===== config.mk =====
export PLATFORM = sky130hd
export DESIGN_NAME = vta_div
export DESIGN_NICKNAME = d
export VERILOG_FILES = /design/src/sv/vta_pkg.sv /design/src/sv/vta_div.sv
export SDC_FILE = /design/constraint.sdc
export NUM_CORES = 1
export LEC_CHECK = 0
export ABC_CLOCK_PERIOD_IN_PS = 3100
export BUFFER_PORTS_ARGS = -buffer_cell sky130_fd_sc_hd__buf_4
export CORE_UTILIZATION = 56
export CTS_CLUSTER_DIAMETER = 40
export DETAILED_ROUTE_END_ITERATION = 7
export GPL_ROUTABILITY_DRIVEN = 0
export PLACE_DENSITY = 0.8
export SYNTH_ARGS = -nofsm -noshare
export SYNTH_HDL_FRONTEND = slang
export SYNTH_SLANG_ARGS = --single-unit

===== constraint.sdc =====
create_clock -name aclk -period 3.1 [get_ports aclk]
set_clock_uncertainty 0.2 [all_clocks]
set_input_delay 0.155 -clock aclk [delete_from_list [all_inputs] [get_ports aclk]]
set_output_delay 0.155 -clock aclk [all_outputs]
set_load 0.01 [all_outputs]

===== src/sv/vta_pkg.sv =====
`timescale 1ns / 1ps
// ----------------------------------------------------------------------------
// vta_pkg: shared types and constants of the vertex tangent accumulator
// Request kinds, sequencer states, vertex store sizing and the divider
// request and response records.
// ----------------------------------------------------------------------------
package vta_pkg;

    localparam int COORD_BITS    = 16;
    localparam int VERTEX_COUNT  = 1024;
    localparam int ADDR_BITS     = $clog2(VERTEX_COUNT);
    localparam int DIVIDEND_BITS = 48;
    localparam int DIVISOR_BITS  = 36;

    typedef enum logic [1:0] {
        ACT_LOAD = 2'd0,
        ACT_TRI  = 2'd1,
        ACT_READ = 2'd2,
        ACT_NOP  = 2'd3
    } action_t;

    typedef enum logic [4:0] {
        ST_IDLE,
        ST_TRD_A,
        ST_TRD_B,
        ST_TRD_C,
        ST_TCAP_C,
        ST_TMUL,
        ST_TDIV_GO,
        ST_TDIV_WAIT,
        ST_SUM_RD,
        ST_SUM_WR,
        ST_RRD,
        ST_RCAP,
        ST_RNORM,
        ST_RSQ,
        ST_RSQRT,
        ST_RDIV_GO,
        ST_RDIV_WAIT,
        ST_OUT
    } state_t;

    typedef struct packed {
        logic                     start;
        logic [DIVIDEND_BITS-1:0] dividend;
        logic [DIVISOR_BITS-1:0]  divisor;
    } div_req_t;

    typedef struct packed {
        logic                     busy;
        logic                     done;
        logic [DIVIDEND_BITS-1:0] quotient;
    } div_rsp_t;

endpackage


===== src/sv/vta_div.sv =====
`timescale 1ns / 1ps
// ----------------------------------------------------------------------------
// vta_div: iterative unsigned divider
// Restoring division, one quotient bit per cycle; done pulses for one cycle
// when the quotient is ready.
// ----------------------------------------------------------------------------
module vta_div (
    input  logic               aclk,
    input  logic               aresetn,
    input  vta_pkg::div_req_t  req,
    output vta_pkg::div_rsp_t  rsp
);
    import vta_pkg::*;

    localparam int CNT_BITS = $clog2(DIVIDEND_BITS);

    logic                     busy_reg, busy_next;
    logic                     done_reg, done_next;
    logic [CNT_BITS-1:0]      cnt_reg, cnt_next;
    logic [DIVIDEND_BITS-1:0] num_reg, num_next;
    logic [DIVISOR_BITS-1:0]  rem_reg, rem_next;
    logic [DIVISOR_BITS-1:0]  den_reg, den_next;
    logic [DIVISOR_BITS:0]    rem_sh;
    logic                     ge;

    always_comb begin
        rem_sh    = {rem_reg, num_reg[DIVIDEND_BITS-1]};
        ge        = rem_sh >= {1'b0, den_reg};
        busy_next = busy_reg;
        done_next = 1'b0;
        cnt_next  = cnt_reg;
        num_next  = num_reg;
        rem_next  = rem_reg;
        den_next  = den_reg;
        if (req.start) begin
            busy_next = 1'b1;
            cnt_next  = '0;
            num_next  = req.dividend;
            rem_next  = '0;
            den_next  = req.divisor;
        end else if (busy_reg) begin
            rem_next = ge ? DIVISOR_BITS'(rem_sh - {1'b0, den_reg})
                          : rem_sh[DIVISOR_BITS-1:0];
            num_next = {num_reg[DIVIDEND_BITS-2:0], ge};
            cnt_next = cnt_reg + 1'b1;
            if (cnt_reg == CNT_BITS'(DIVIDEND_BITS - 1)) begin
                busy_next = 1'b0;
                done_next = 1'b1;
            end
        end
    end

    always_ff @(posedge aclk) begin
        if (!aresetn) begin
            busy_reg <= 1'b0;
            done_reg <= 1'b0;
            cnt_reg  <= '0;
        end else begin
            busy_reg <= busy_next;
            done_reg <= done_next;
            cnt_reg  <= cnt_next;
        end
    end

    always_ff @(posedge aclk) begin
        num_reg <= num_next;
        rem_reg <= rem_next;
        den_reg <= den_next;
    end

    assign rsp.busy     = busy_reg;
    assign rsp.done     = done_reg;
    assign rsp.quotient = num_reg;

endmodule


==> impl_metrics.env, run 1 <==
export IMPL_status="complete, no violations"
export IMPL_setup_viol=0
export IMPL_routed_wl_um=19910
export IMPL_grt_overflow_total=0
export IMPL_seq_area_frac_synth_pct=47.25
export IMPL_whs_ps=96.77
export IMPL_cp_cell_sequence="inv_1 > ha_1 > nor2b_1 > o2111ai_2 > a211o_1 > nand3_2 > a31oi_4 > o21ai_4 > buf_4 > nor2_1 > a311oi_1 > a211oi_1"
export IMPL_max_freq_mhz=340.5
export IMPL_worstSetupStartpoint="den_reg[1]$_DFFE_PP_"
export IMPL_dieArea_um2=13320
export IMPL_ios=137
export IMPL_slowest_delay_ps=380
export IMPL_antennaDiodeCount=0
export IMPL_cts_buffer_depth=2
export IMPL_end_kind="flop"
export IMPL_slew_headroom_pct=51.27
export IMPL_setup_slack_ps=162.7
export IMPL_ys_seq_elements=128
export IMPL_reg2reg_from="den_reg[1]$_DFFE_PP_"
export IMPL_hold_class="in -> reg"
export IMPL_place_area_um2=8391
export IMPL_via_per_inst=5.662
export IMPL_synth_nets=821
export IMPL_grt_antenna_before_repair=0
export IMPL_clock_sinks=128
export IMPL_layout_cells_non_filler=1099
export IMPL_die_w_um=115.4
export IMPL_leakagePower_nw=4.293
export IMPL_ir_drop_mv=0.3892
export IMPL_fin_crit_sh_pct=94.75
export IMPL_row_count=41
export IMPL_grt_pass1_vias=6327
export IMPL_largest_reg_flops=48
export IMPL_initial_core_util_pct=57.31
export IMPL_syn_area_per_cell_um2=10.35
export IMPL_final_util_pct=79.44
export IMPL_num_fill_cells=723
export IMPL_routedWlPerCell_um=18.12
export IMPL_track_usage_pct=30.64
export IMPL_clk_latency_ps=420
export IMPL_drt_iter0_markers=525
export IMPL_vias=6222
export IMPL_htreeDepth=4
export IMPL_syn_area_um2=7203
export IMPL_cap_violations=0
export IMPL_pre_cts_ws_ps=53.59
export IMPL_drc=0
export IMPL_drive_gt1_share_pct=27.83
export IMPL_tritoncts="done"
export IMPL_postSynthCellCount=696
export IMPL_post_dp_hpwl_um=11560
export IMPL_ant_nets=0
export IMPL_crit_type="reg -> reg"
export IMPL_nets=1039
export IMPL_hold_viol=0
export IMPL_worst_pin_slew_ps=730.9
export IMPL_period_minus_slack_ps=2937
export IMPL_fin_area_um2=9985
export IMPL_cp_slowest_cell="edfxtp_1"
export IMPL_area_growth_pct=38.61
export IMPL_required_ps=3170
export IMPL_grt_start_max_net_pins=124
export IMPL_yosys_most_used_dff="edfxtp_1"
export IMPL_drt_first_pass_iters=7
export IMPL_port_buffers=136
export IMPL_start_kind="flop"
export IMPL_crit_path_max_fanout=11
export IMPL_grt_pass1_wl_um=31150
export IMPL_cts_reportedPaths_clkPinSlew_ps=60
export IMPL_async_flop_share_pct=0
export IMPL_power_density_nw_per_um2=564.2
export IMPL_dp_cells=980
export IMPL_tns_ps=0
export IMPL_slew_violations=0
export IMPL_die_y_um=115.4
export IMPL_synth_cell_types=58
export IMPL_cts_made_buffers=17
export IMPL_worstHoldStart="req[84]"
export IMPL_synth_edf_count=84
export IMPL_root_buffer="clkbuf_16"
export IMPL_yosys_warnings=0
export IMPL_power_total_mw=5.634
export IMPL_core_area_um2=12570
export IMPL_worstPathArrival_ps=3000
==> power by group <==
group / switching, mW / internal, mW / total (mW) / leakage [nW]
sequential: 0.105 / 2.00 / 2.10 / 1.20
clock: 0.784 / 1.34 / 2.12 / 0.290
combinational: 0.735 / 0.672 / 1.41 / 2.81
total: 1.62 / 4.01 / 5.63 / 4.29
==> critical path: cells and delay by family, from the launching register on <==
kind,cells,cell delay [ps]
DFF,1,380
AOI/OAI and AO/OA,6,1210
buffers and inverters,2,300
adders and majority gates,1,280
and+or+nand+nor,3,400
==> what timing repair did <==
item,in CTS,in global routing
pin swaps,0,7
buffers inserted,0,2
endpoints found under the hold margin,92,0
gates resized for setup,2,24
hold buffers,85,0
endpoints found under the setup margin,2,20
==> placed cells by master, fill, tap and decap left out, drive strengths merged, types with 7 or more instances in the layout <==
cell type	n
xnor2	14
buf	150
o21ai	36
a21o	15
inv	61
nand2	39
a31oi	7
dfxtp	44
a211oi	32
a21oi	48
mux2	49
clkbuf	17
dlygate4sd3	85
xor2	16
nor2	59
clkinv	7
nand4	10
ha	37
edfxtp	84
nand3	14
mux2i	23
==> Yosys cell counts, types with 4 or more instances <==
cell type | count | area, um2
a211oi_1 | 32 | 240.2
buf_4 | 6 | 45.04
nand2b_1 | 4 | 25.02
o21ai_0 | 33 | 165.2
dfxtp_1 | 44 | 880.8
o211ai_1 | 4 | 30.03
nor2_1 | 59 | 221.5
nor2b_1 | 5 | 31.28
inv_1 | 60 | 225.2
nand2_1 | 39 | 146.4
edfxtp_1 | 84 | 2522
a21o_1 | 15 | 112.6
mux2i_1 | 23 | 230.2
nor3_1 | 5 | 25.02
nand3_1 | 13 | 65.06
clkbuf_1 | 24 | 90.09
a31oi_1 | 6 | 37.54
mux2_2 | 49 | 551.8
nand4_1 | 10 | 62.56
and3_1 | 5 | 31.28
a21oi_1 | 48 | 240.2
xor2_1 | 16 | 140.1
o21bai_1 | 4 | 30.03
xnor2_1 | 14 | 122.6
buf_2 | 6 | 30.03
ha_1 | 37 | 462.9
nor4_1 | 4 | 25.02
==> layer usage <==
metal	global-route usage, %	up-vias	share of wire, %
met4	11.00	0	2.4
met1	35.21	2943	40
met5	0	-	0
li1	-	2971	-
met3	8.996	39	7.1
met2	54.13	269	50
==> area by class of cell <==
class	instances	area [um2]	share of cell area, %
clock buffer	17	425.4	4.261
clock inverter	15	192.7	1.930
inverter	60	225.2	2.256
multi-input combinational	472	3516	35.21
sequential	128	3405	34.10
tap	172	215.2	2.155
timing repair buffer	235	2006	20.09
==> logic make-up after synthesis <==
kind of cell | share of synthesized area [%]
compound gates | 15.95
simple gates | 10.18
mux | 10.86
fa+ha+maj | 6.705
xor+xnor | 3.648
buf+inv | 5.420
flops | 47.25
==> final timing paths <==
| path | endpoint | cells after the start | slack (ps) |
|---|---|---|---|
| setup / recovery | rem_reg[27]$_SDFFE_PP0P_ | 12 | 160 |
| hold / removal | den_reg[34]$_DFFE_PP_ | 2 | 100 |
| setup reg to reg | rem_reg[27]$_SDFFE_PP0P_ | 12 | 160 |
| hold reg to reg | rem_reg[19]$_SDFFE_PP0P_ | 2 | 290 |
Power figures use the tool's default switching activity.
==> run 2, diff against run 1 <==
Settings changed: REMOVE_ABC_BUFFERS set to 1.
==> run 2 against run 1 <==
Via count rose by 1.3%. Sequential power barely moved. Worst setup slack worse by 37 ps. Non-clock buffer count up 4. Flip-flop and latch count unchanged. Utilization fell by 0.56 points. Maximum frequency down 1.3%. Wire length grew 1.7%. Design area decreased by 0.70%. Critical path type unchanged.
==> impl_metrics.env, run 2 (synthesis gave the netlist of run 1 again) <==
export IMPL_root_buffer="clkbuf_16"
export IMPL_slew_violations=0
export IMPL_ir_drop_mv=0.5109
export IMPL_routed_wl_um=20250
export IMPL_grt_start_max_net_pins=124
export IMPL_die_w_um=115.4
export IMPL_power_total_mw=5.399
export IMPL_seq_area_um2=3405
export IMPL_slowest_delay_ps=380
export IMPL_dp_cells=982
export IMPL_dieArea_um2=13320
export IMPL_worstPathArrival_ps=3040
export IMPL_fin_crit_sh_pct=95.95
export IMPL_worstHoldStart="req[84]"
export IMPL_grt_busiest_layer="met2"
export IMPL_final_cell_mix="buf_4, dlygate4sd3_1, edfxtp_1, inv_1, nor2_1"
export IMPL_port_buffers=136
export IMPL_routedWlPerCell_um=18.35
export IMPL_clk_latency_ps=430
export IMPL_initial_core_util_pct=57.31
export IMPL_worst_pin_slew_ps=666.0
export IMPL_r2r_cells=11
export IMPL_start_kind="flop"
export IMPL_num_fill_cells=710
export IMPL_die_y_um=115.4
export IMPL_rrSetupSlack_ps=130
export IMPL_clock_sinks=128
export IMPL_ant_nets=0
export IMPL_reg2reg_from="den_reg[4]$_DFFE_PP_"
export IMPL_grt_pass1_vias=6367
export IMPL_hold_end="rem_reg[1]$_SDFFE_PP0P_"
export IMPL_ios=137
export IMPL_crit_path_max_fanout=4
export IMPL_leakagePower_nw=4.254
export IMPL_cp_slowest_cell="edfxtp_1"
export IMPL_end_kind="flop"
export IMPL_place_area_um2=8393
export IMPL_htreeDepth=4
export IMPL_hold_depth=3
export IMPL_final_util_pct=78.89
export IMPL_antennaDiodeCount=0
export IMPL_tritoncts="done"
export IMPL_vias=6304
export IMPL_grt_overflow_total=0
export IMPL_max_freq_mhz=336.2
export IMPL_slew_headroom_pct=55.60
export IMPL_nets=1043
export IMPL_crit_type="reg -> reg"
export IMPL_hold_viol=0
export IMPL_via_per_inst=5.715
export IMPL_period_minus_slack_ps=2974
export IMPL_cts_made_buffers=17
export IMPL_grt_antenna_before_repair=0
export IMPL_core_area_um2=12570
export IMPL_cts_buffer_depth=2
export IMPL_status="complete, no violations"
export IMPL_largest_reg_flops=48
export IMPL_drive_gt1_share_pct=27.71
export IMPL_drt_first_pass_iters=7
export IMPL_hold_class="in -> reg"
export IMPL_grt_pass1_wl_um=31960
export IMPL_fin_area_um2=9915
export IMPL_multi_input_area_um2=3502
export IMPL_cts_reportedPaths_clkPinSlew_ps=60
export IMPL_track_usage_pct=31.59
export IMPL_gr_usage_met3_pct=8.630
export IMPL_layout_cells_non_filler=1103
export IMPL_drc=0
export IMPL_power_density_nw_per_um2=544.5
export IMPL_cap_violations=0
export IMPL_use_met1_pct=35.91
export IMPL_cp_cell_sequence="inv_1 > ha_1 > a21o_1 > a31oi_1 > a21oi_1 > o2111a_1 > o221ai_1 > a21boi_2 > or3_1 > a311oi_1 > a211oi_1"
export IMPL_rr_endpoint="rem_reg[27]$_SDFFE_PP0P_"
export IMPL_setup_viol=0
export IMPL_row_count=41
export IMPL_required_ps=3170
export IMPL_grt_util_met2_pct=56.29
export IMPL_drt_iter0_markers=454
export IMPL_final_common_cell="buf_4"
export IMPL_post_dp_hpwl_um=12020
export IMPL_area_growth_pct=37.64
run 2: cell count changes in the layout (fill, tap and decap cells not counted), moves of 2 or more:
cell / delta
buf_4: +6
clkinv_1: -4
clkinv_2: +4
bufinv_16: -3
o21ai_1: +3
clkbuf_1: +2
ha_1: +2
ha_2: -2
o21ai_0: -2
run 2: what timing repair did:
action / 4_1_cts / 5_1_grt
setup endpoints to repair: 0 / 29
hold buffers: 85 / 0
resized for setup: 0 / 21
setup buffers: 0 / 4
endpoints found under the hold margin: 92 / 0
run 2: final cells by class:
| class | count | area share [%] |
|---|---|---|
| repair buffers | 239 | 20.37 |
| well taps | 172 | 2.171 |
| clock buffers | 19 | 4.366 |
| multi-input cells | 472 | 35.32 |
| clock inverters | 13 | 1.161 |
| inverters | 60 | 2.272 |
| flip-flops and latches | 128 | 34.34 |
run 2: power breakdown:
| group | internal, mW | switching, mW |
|---|---|---|
| combinational | 0.667 | 0.740 |
| sequential | 2.00 | 0.105 |
| clock | 1.10 | 0.787 |
| total | 3.77 | 1.63 |
run 2: critical path, delay by kind of cell, from the launching register on:
family / cells / cell delay, ps
simple gates: 1 / 340
flops: 1 / 380
fa+ha+maj: 1 / 240
buf+inv: 1 / 90
compound gates: 8 / 1570
run 2: worst max-delay path by stage:
stage,to,slack (ps),from
2_1_floorplan,rem_reg[31]$_SDFFE_PP0P_,-340,den_reg[14]$_DFFE_PP_
3_3_place_gp,rem_reg[28]$_SDFFE_PP0P_,90,num_reg[47]$_DFFE_PP_
3_5_place_dp,rem_reg[28]$_SDFFE_PP0P_,40,num_reg[47]$_DFFE_PP_
4_1_cts,rem_reg[28]$_SDFFE_PP0P_,10,num_reg[47]$_DFFE_PP_
5_1_grt,rem_reg[31]$_SDFFE_PP0P_,-20,den_reg[12]$_DFFE_PP_
6_report,rem_reg[27]$_SDFFE_PP0P_,130,den_reg[4]$_DFFE_PP_
run 2: metal layers:
metal  vias up  routed length [um]
li1       2980                   -
met1      2987                7972
met2       280               10340
met3        57                1342
met4         0                 592
met5         -                   0
run 2: per-stage QoR:
step,setup TNS (ps),hold slack (ps),setup WS [ps]
after global routing,-42.08,167.4,-23.36
after global placement,0,133.1,94.11
after CTS,0,156.9,14.32
after floorplan,-2625,24.07,-336.5
final,0,102.0,125.5
after detailed placement,0,134.3,38.29
